## config.mk

```make
export PLATFORM = sky130hd
export DESIGN_NAME = ksm_cmp
export DESIGN_NICKNAME = d
export VERILOG_FILES = /design/src/rtl/ksm_pkg.sv /design/src/rtl/ksm_cmp.sv
export SDC_FILE = /design/constraint.sdc
export NUM_CORES = 1
export LEC_CHECK = 0
export ABC_AREA = 1
export BUFFER_PORTS_ARGS = -buffer_cell sky130_fd_sc_hd__clkbuf_2
export CORE_MARGIN = 4
export CORE_UTILIZATION = 35
export DETAILED_ROUTE_END_ITERATION = 8
export PLACE_DENSITY = 0.68
export SKIP_LAST_GASP = 1
export SLEW_MARGIN = 20
export SYNTH_ARGS = -nofsm -noshare
export SYNTH_HDL_FRONTEND = slang
export SYNTH_SLANG_ARGS = --single-unit
```

## constraint.sdc

```tcl
create_clock -name vclk -period 3.25
set_input_delay 0.1625 -clock vclk [all_inputs]
set_output_delay 0.1625 -clock vclk [all_outputs]
set_load 0.01 [all_outputs]
```

## src/rtl/ksm_pkg.sv

```systemverilog
`timescale 1ns / 1ps
`default_nettype none

package ksm_pkg;

  localparam int MAX_INTERVALS = 1024;
  localparam int COORD_WIDTH   = 31;
  localparam int ID_WIDTH      = 32;
  localparam int ADDR_W        = $clog2(MAX_INTERVALS);
  localparam int CNT_W         = $clog2(MAX_INTERVALS + 1);

  localparam logic FUNC_LOAD  = 1'b0;
  localparam logic FUNC_FETCH = 1'b1;

  typedef logic [CNT_W-1:0]  cnt_t;
  typedef logic [ADDR_W-1:0] addr_t;

  typedef struct packed {
    logic [ID_WIDTH-1:0]    read_id;
    logic [COORD_WIDTH-1:0] span_begin;
    logic [COORD_WIDTH-1:0] span_end;
  } entry_t;

  // results of the shared compare unit
  typedef struct packed {
    logic key_gt;        // a sorts after b in read id, then begin, then end order
    logic id_eq;         // same read id
    logic begin_le_end;  // b begin at or before a end
    logic end_gt_end;    // b end beyond a end
  } cmp_res_t;

  typedef enum logic [3:0] {
    ST_IDLE,
    ST_SORT_NEXT,
    ST_SORT_KEY,
    ST_SORT_CMP,
    ST_SORT_PLACE,
    ST_MERGE_INIT,
    ST_MERGE_FIRST,
    ST_MERGE_STEP,
    ST_MERGE_FLUSH,
    ST_FETCH_WAIT
  } state_t;

endpackage

`default_nettype wire

```

## src/rtl/ksm_cmp.sv

```systemverilog
`timescale 1ns / 1ps
`default_nettype none

module ksm_cmp (
  input  ksm_pkg::entry_t   a,
  input  ksm_pkg::entry_t   b,
  output ksm_pkg::cmp_res_t res
);
  import ksm_pkg::*;

  // lexicographic order is one wide unsigned compare of the packed keys
  assign res.key_gt       = a > b;
  assign res.id_eq        = a.read_id == b.read_id;
  assign res.begin_le_end = b.span_begin <= a.span_end;
  assign res.end_gt_end   = b.span_end > a.span_end;

endmodule

`default_nettype wire

```

; After elaboration in Yosys (flattened, before gate mapping)
; Cells that the tools add are included.
[op_classes]
order_cmp = 3
eq_ne = 1
[ops]
columns = operator, count
row1 = $gt 94x94->1, 1
row2 = $eq 32x32->1, 1
row3 = $gt 31x31->1, 1
row4 = $le 31x31->1, 1
[totals]
register_bits = 0
in_bits = 188
out_inout_bits = 4
word_cells = 4

; Depth between registers and ports, before layout
; Gate-level depths: netlist (run 1).
[logic_depth]
ltp_word = 1
ltp_mapped = 15
depth_no_buf = 15

; Least setup slack after synthesis (run 1)
; OpenSTA, ideal clock, no wires.
[synth_timing]
kind = input port to output port
from = input port b[77] (netlist bit)
to = output port res[3] (netlist bit)
arrival_time_ns = 1.324
path_slack_ns = 1.763
stages = 12
n_path_buf = 0
cell_sequence = inv_1 > ha_1 > nand2_1 > nor2_2 > nand2_1 > nor3_2 > nand3b_1 > nor2_1 > nand2_1 > nand2_1 > nor2_1 > nor2_1
[synth_lines]
columns = item, line
row1 = from (decl), ksm_cmp.sv:6  ; input ksm_pkg::entry_t b,
row2 = to (decl), ksm_cmp.sv:7  ; output ksm_pkg::cmp_res_t res

==> results.md, run 1 <==
- Status: finished, final reports clean
- Cell variety after synth: 20
- Slowest stage cell, crit path: nor4_2
- CP required: 3.09 ns
- Ports: 192
- Post-DP HPWL: 10900 um
- Pin count of the biggest net entering global routing: 5
- Final TNS setup: 0 ns
- Die H: 117 um
- Yosys top cell by area: ha_1
- CP top delay family: simple AND/OR/NAND/NOR gates
- Dpl cells: 1012
- CP Cell Sequence: clkbuf_2 > inv_1 > ha_1 > nand2_1 > nor2_2 > nand4_2 > nor4_2 > nand2_1 > nor2_1 > nor2_1 > clkbuf_2
- Hold Path Class: input port to primary output
- Slew Viols, Final: 0
- Antenna violations before repair: 1
- Leakage power: 3.63 nW
- Core Rows: 39
- Ranking of synthesized cells by area: ha_1 (47%), inv_1 (16%), nand2_1 (15%)
- Post-layout minimum cycle time: 1.97 ns
- Yosys Warn Count: 0
- Antenna cells: 0
- Post-CTS sizing: 0
- Tightest Pin Transition: 0.427 ns
- Clkbuf count: 0
- FF/Latch Area: 0 sq um
- Vias in the first global route: 4202
- Fin crit share: 60.7%
- Pwr/cell area: 111 nW/um^2
- Gate Count Post-Synth: 677
- RSZ-0062 raised after global routing: false
- Crit path arrival time: 1.81 ns
- GPL Wtd Cong: 0.820
- Nets@finish: 1215
- MaxCap Viol Count: 0
- Net Count, Synth: 1021
- FFs & Latches: 0
- Final Util: 45.9%
- Total track usage: 15.5%
- Via density per instance: 4.42
- Yosys top cell area share: 47.1%
- Maximum vdd drop: 0.0464 mV
- Wire length after detailed routing: 11300 um
- Final hold vios: 0
- Seq/Total Area, Yosys: 0%
- Critical Path Start Type: input port
- DRT iter0 DRCs: 98
- Vias: 4471
- Crit path launch: a[20]
- Crit path capture: res[3]
- Post-Syn Area: 4150 sq um
- Area delta synth->final: 27.5%
- DIE AREA: 13600 sq um
- Crit-path max cell delay: 0.45 ns
- Final Setup Violations: 0
- Port bufs: 192
- Number of filler cells placed in the layout: 1210
- Buf+Inv Stages, Crit Path: 3
- Multi-input logic area: 3470 sq um
- Average routed wire per standard cell: 11.1 um
- Share of cells above drive strength 1: 23.0%
- # hold bufs at CTS: 0
- DRC: 0
- Critical path type: input port to primary output
- Worst path depth: 11
- Die width: 117 um
- Starting density of the core: 36.0%
- Worst slew margin: 71.3%
- Final ANT Viol Nets: 0
- Worst setup EP type: primary output
- Most common library cells after synthesis: inv_1 (179), nand2_1 (169), ha_1 (156), a21oi_1 (65), nor2_1 (38)
- Drt pass-1 iters: 4
- Setup bufs post-CTS: 0
- Avg Cell Area, Syn: 6.12 sq um
- Fmax: 507 MHz
- Max Fanout on Critical Path: 3
- Non-Filler Instances: 1012
- First-pass GRT wire length: 17700 um
- Count leader, synth: inv_1
- Core Area: 11500 sq um
- Grt ovf: 0
## cell families (layout without fill, tap and decap cells)
kind of cell / Yosys count / after routing / share of synthesized area, %
AO/OA/AOI/OAI: 93 / 93 / 11.9
adder cells (fa/ha/maj): 156 / 156 / 47.1
buffers and inverters: 179 / 371 / 16.2
AND/OR/NAND/NOR: 249 / 249 / 24.8
## cell usage in the layout (no fill, tap or decap)
cell	instances
clkbuf_2	192
a211oi_1	1
nand4_1	9
nor2_2	5
nand3_1	16
o21ai_0	17
a21boi_0	2
nand2_1	169
nand4_2	1
nor3b_1	1
o21a_1	3
inv_1	179
nor3_1	7
nor3_2	1
nand3b_1	1
a31oi_1	1
nor4_2	1
a21o_1	4
ha_1	156
nor2_1	38
a21oi_1	65
## routing by layer
layer / global-route usage (%) / share of wire (%)
met5: 0 / 0.12
met4: 0.306 / 0.15
met2: 27.8 / 46
met3: 2.37 / 6.8
met1: 20.9 / 47
## final cells by class
| type | instances | area share, % |
|---|---|---|
| Multi-Input combinational cell | 498 | 65.7 |
| Timing Repair Buffer | 192 | 18.2 |
| Inverter | 179 | 12.7 |
| Tap cell | 143 | 3.39 |
## worst min-delay path by stage
stage	startpoint	endpoint	slack, ns	cells past startpoint
global placement	b[53]	res[1]	0.98	8
finish	b[53]	res[1]	0.99	8
floorplan	b[61]	res[1]	0.71	6
detailed placement	b[53]	res[1]	0.98	8
CTS	b[53]	res[1]	0.99	8
global route	b[53]	res[1]	1.05	8
## stage by stage
stage | worst slack (ns) | total power [mW] | hold WS [ns] | area (sq um)
after floorplan | 1.76 | 0.356 | 0.709 | 4150
after global placement | 1.27 | 0.587 | 0.975 | 5290
after detailed placement | 1.25 | 0.591 | 0.982 | 5290
after CTS | 1.25 | 0.596 | 0.986 | 5290
after global routing | 1.09 | 0.689 | 1.05 | 5290
final | 1.28 | 0.585 | 0.992 | 5290
## power breakdown
part	total (mW)	switching, mW	leakage, nW	internal [mW]
registers	0	0	0	0
clock network	0	0	0	0
logic	0.585	0.319	3.63	0.266
## tightest hold or removal path, stage by stage
cell and delay (ns):
clkbuf_2 0.10, ha_1 0.14, a211oi_1 0.05, o21ai_0 0.07, nand2_1 0.05, nand3_1 0.07, nand2_1 0.04, clkbuf_2 0.13
Power figures use the tool's default switching activity.
==> run 2, diff against run 1 <==
PLACE_DENSITY = 0.7   (was 0.68)
clock period = 1.8 ns   (was 3.25 ns; I/O delays follow)
==> run 2 against run 1 <==
Sequential share of layout area unchanged. Non-clock buffer count rose by 12. Hold slack lost 0.16 ns. Power is 110% higher. Wire length is 12% higher. Critical path depth unchanged. Critical path type unchanged. Largest cell class unchanged. Largest power group unchanged.
==> results.md, run 2 (same netlist as run 1, synthesis figures left out) <==
- Pwr/cell area: 213 nW/um^2
- Core Area: 11500 sq um
- Number of filler cells placed in the layout: 1206
- Fin area: 5800 sq um
- Wire length after detailed routing: 12600 um
- Post-DP HPWL: 11100 um
- Ports: 192
- Leakage power: 3.74 nW
- DRC: 0
- CP required: 1.71 ns
- Pin count of the biggest net entering global routing: 5
- Critical Path Start Type: input port
- Die H: 117 um
- Status: finished, final reports clean
- Antenna violations before repair: 1
- Crit path arrival time: 1.65 ns
- RSZ-0062 raised after global routing: true
- Drt pass-1 iters: 4
- FF/Latch Area: 0 sq um
- Post-layout minimum cycle time: 1.74 ns
- Hold depth: 8
- Final Setup Violations: 0
- Vias in the first global route: 4374
- Hold Path Class: input port to primary output
- Antenna cells: 0
- Max Fanout on Critical Path: 4
- Via density per instance: 4.54
- Port bufs: 192
- Final ANT Viol Nets: 0
- Core Rows: 39
- # hold bufs at CTS: 0
- Final hold vios: 0
- Placed cell area: 5350 sq um
- Most frequent cells in the layout: clkbuf_2 (182), inv_1 (170), nand2_1 (158)
- Total track usage: 16.1%
- FFs & Latches: 0
- Slew Viols, Final: 0
- Tightest Pin Transition: 0.327 ns
- Fmax: 576 MHz
- WHS: 0.828 ns
- Vias: 4648
- Power Total: 1.23 mW
- Maximum vdd drop: 0.115 mV
- Commonest non-fill, non-tap cell in the layout: clkbuf_2
- MaxCap Viol Count: 0
- Final worst slack: 0.0640 ns
- Grt ovf: 0
- DRT iter0 DRCs: 136
- Average routed wire per standard cell: 12.3 um
- Fin crit share: 96.4%
- Area delta synth->final: 39.9%
- Multi-input logic area: 3830 sq um
- GPL Wtd Cong: 0.871
- First-pass GRT wire length: 18400 um
- Post-place setup slack: -0.0388 ns
- Starting density of the core: 36.0%
- Worst setup EP type: primary output
- DIE AREA: 13600 sq um
- Die width: 117 um
- Share of cells above drive strength 1: 30.0%
- Nets@finish: 1227
- Critical path type: input port to primary output
- Clkbuf count: 0
- Worst slew margin: 78.0%
## run 2: cell count changes in the layout (fill, tap and decap cells not counted), moves of 9 or more
| cell | before | now |
|---|---|---|
| clkbuf_2 | 192 | 182 |
| ha_1 | 156 | 138 |
| buf_4 | 0 | 12 |
| nand2_2 | 0 | 9 |
| nand2_1 | 169 | 158 |
| inv_1 | 179 | 170 |
| ha_4 | 0 | 17 |
## run 2: worst max-delay path, stage by stage
cell and delay, ns:
clkbuf_2 0.09, inv_1 0.06, ha_1 0.34, nand2_1 0.12, nor2_4 0.13, nand4_4 0.11, nor4_4 0.34, nand2_1 0.08
nor2_1 0.10, nor2_1 0.05, buf_2 0.14
## run 2: final timing paths
| kind | end | startpoint | slack, ns |
|---|---|---|---|
| hold / removal | res[1] | b[53] | 0.83 |
| setup / recovery | res[3] | a[21] | 0.06 |
## run 2: power breakdown
group	internal, mW	switching (mW)	total (mW)
registers	0	0	0
clock network	0	0	0
logic	0.576	0.658	1.23
total	0.576	0.658	1.23
## run 2: timing repair
action / in CTS / in global routing
gates resized for setup: 1 / 79
endpoints found under the setup margin: 2 / 2
pin swaps: 0 / 33
setup buffers: 0 / 3
## run 2: per-layer routing
metal | GRT usage [%] | part of all wire [%] | up-vias
met5 | 0 | 0.063 | -
met4 | 0.382 | 0.61 | 2
met1 | 21.0 | 43 | 1975
met2 | 29.4 | 49 | 120
met3 | 2.83 | 6.9 | 8
li1 | - | - | 2543
## run 2: per-stage QoR
step	instances	setup TNS [ns]	utilization [%]
detailed placement	1021	-0.0606	46.5
floorplan	677	0	-
global route	1024	-0.0742	50.4
CTS	1021	0	46.6
global placement	1021	0	46.5
finish	1024	0	50.4
## run 2: area by class of cell
| type | count | share of cell area [%] |
|---|---|---|
| multi-input cells | 498 | 66.0 |
| repair buffers | 204 | 19.2 |
| inverters | 179 | 11.7 |
| well taps | 143 | 3.08 |
==> run 3, diff against run 2 <==
ABC_AREA = not set   (was 1)
CORE_MARGIN = 2   (was 4)
GPL_TIMING_DRIVEN = 0   (was not set)
PLACE_DENSITY = 0.72   (was 0.7)
==> run 3 against run 2 <==
The flow now finishes with violations (negative setup slack). Utilization is 4.9 points higher. Combinational power barely moved. Area after synthesis down 8.6%. Critical path depth is the same. Cell area decreased by 0.82%.
==> results.md, run 3 <==
- Seq/Total Area, Yosys: 0%
- Tightest Pin Transition: 0.458 ns
- Post-layout minimum cycle time: 1.98 ns
- Port bufs: 192
- Most frequent cells in the layout: clkbuf_2 (177), ha_1 (126), inv_1 (115)
- Via density per instance: 4.88
- CP required: 1.71 ns
- Cell variety after synth: 37
- MaxCap Viol Count: 0
- Fin area: 5750 sq um
- Vias: 4225
- Core Rows: 37
- Yosys top cell by area: ha_1
- Failing checks: negative setup slack
- Vias in the first global route: 3986
- Ranking of synthesized cells by area: ha_1 (52%), inv_1 (13%), a21oi_1 (6.2%)
- Avg Cell Area, Syn: 7.30 sq um
- Yosys Warn Count: 0
- DRT iter0 DRCs: 126
- Final hold vios: 0
- Total track usage: 17.8%
- Pwr/cell area: 213 nW/um^2
- Post-place setup slack: -0.560 ns
- Core Area: 10400 sq um
- Pin count of the biggest net entering global routing: 5
- RSZ-0062 raised after global routing: true
- Slew Viols, Final: 0
- Final ANT Viol Nets: 0
- Crit path arrival time: 1.89 ns
- Number of filler cells placed in the layout: 970
- Hold Path Class: input port to primary output
- Critical path type: input port to primary output
- Fin crit share: 110%
- Antenna violations before repair: 0
- Clkbuf count: 0
- Area delta synth->final: 51.8%
- Count leader, synth: ha_1
- Post-Syn Area: 3790 sq um
- Critical Path Start Type: input port
- Final worst slack: -0.181 ns
- Leakage power: 3.39 nW
- Dpl cells: 847
- Final Setup Violations: 2
- First-pass GRT wire length: 17300 um
- DRC: 0
- Commonest non-fill, non-tap cell in the layout: clkbuf_2
- Wire length after detailed routing: 11600 um
- Worst setup EP type: primary output
- Share of cells above drive strength 1: 39.9%
- Fmax: 505 MHz
- Post-DP HPWL: 9850 um
- Die width: 108 um
- FF/Latch Area: 0 sq um
- Grt ovf: 0
- Net Count, Synth: 863
- Die H: 108 um
- Yosys top cell area share: 51.5%
- Most common library cells after synthesis: ha_1 (156), inv_1 (130), a21oi_1 (47), nand2_1 (26), o21ai_0 (24)
- Maximum vdd drop: 0.100 mV
- Gate Count Post-Synth: 519
- DIE AREA: 11700 sq um
- Ports: 192
- Antenna cells: 0
- Placed cell area: 4920 sq um
- Final Util: 55.2%
- Drt pass-1 iters: 4
- Max Fanout on Critical Path: 3
- Nets@finish: 1076
- Starting density of the core: 36.4%
- FFs & Latches: 0
- Worst slew margin: 69.5%
- Status: finished, violations left
- Average routed wire per standard cell: 13.4 um
- Non-Filler Instances: 866
- GPL Wtd Cong: 0.818
run 3: cell count changes in the layout (fill, tap and decap cells not counted), sizes merged, moves of 12 or more:
cell | before | now
buf | 22 | 34
a21o | 4 | 21
nand2 | 169 | 26
a21oi | 65 | 47
nor2 | 43 | 19
inv | 179 | 130
run 3: logic make-up (layout without fill, tap and decap cells):
group,after synthesis,after routing,share of synthesized area (%)
AND/OR/NAND/NOR,110,110,15.4
AO/OA/AOI/OAI,123,123,20.2
buffers and inverters,130,341,12.9
adder cells (fa/ha/maj),156,156,51.5
run 3: per-stage QoR:
step / TNS, ns / power (mW) / hold WS (ns)
6_report: -0.347 / 1.23 / 0.758
2_1_floorplan: 0 / 0.578 / 0.488
4_1_cts: -0.359 / 1.07 / 0.730
3_5_place_dp: -1.02 / 0.979 / 0.740
3_3_place_gp: -1.06 / 0.965 / 0.730
5_1_grt: -0.652 / 1.39 / 0.812
run 3: power breakdown:
group	total (mW)	internal, mW	leakage [nW]	switching [mW]
registers	0	0	0	0
logic	1.23	0.620	3.39	0.607
clock network	0	0	0	0
run 3: cell type report:
cell class | instances | area (sq um) | area share [%]
tap | 136 | 170 | 2.96
inverter | 130 | 503 | 8.74
timing repair buffer | 211 | 1220 | 21.2
multi-input combinational | 389 | 3860 | 67.1
run 3: final timing paths:
path,to,startpoint,cells after the start
min,res[1],b[61],6
max,res[3],b[73],11
run 3: critical path: stages:
cell       delay (ns)
clkbuf_2         0.08
inv_1            0.08
ha_4             0.21
nand4_1          0.15
nor3_2           0.06
a221o_1          0.30
o31a_1           0.32
nor2_2           0.15
o2111ai_2        0.10
o21a_1           0.21
buf_6            0.12
run 3: metal layers:
metal | global-route usage, % | wire [um]
met1 | 23.4 | 5040
met2 | 33.2 | 5820
met3 | 1.15 | 615
met4 | 1.28 | 94
met5 | 0 | 0
run 3: what timing repair did:
action / 4_1_cts / 5_1_grt
resized for setup: 37 / 91
buffers inserted: 9 / 12
pin swaps: 19 / 50
setup endpoints to repair: 3 / 3
hold buffers: 0 / 0
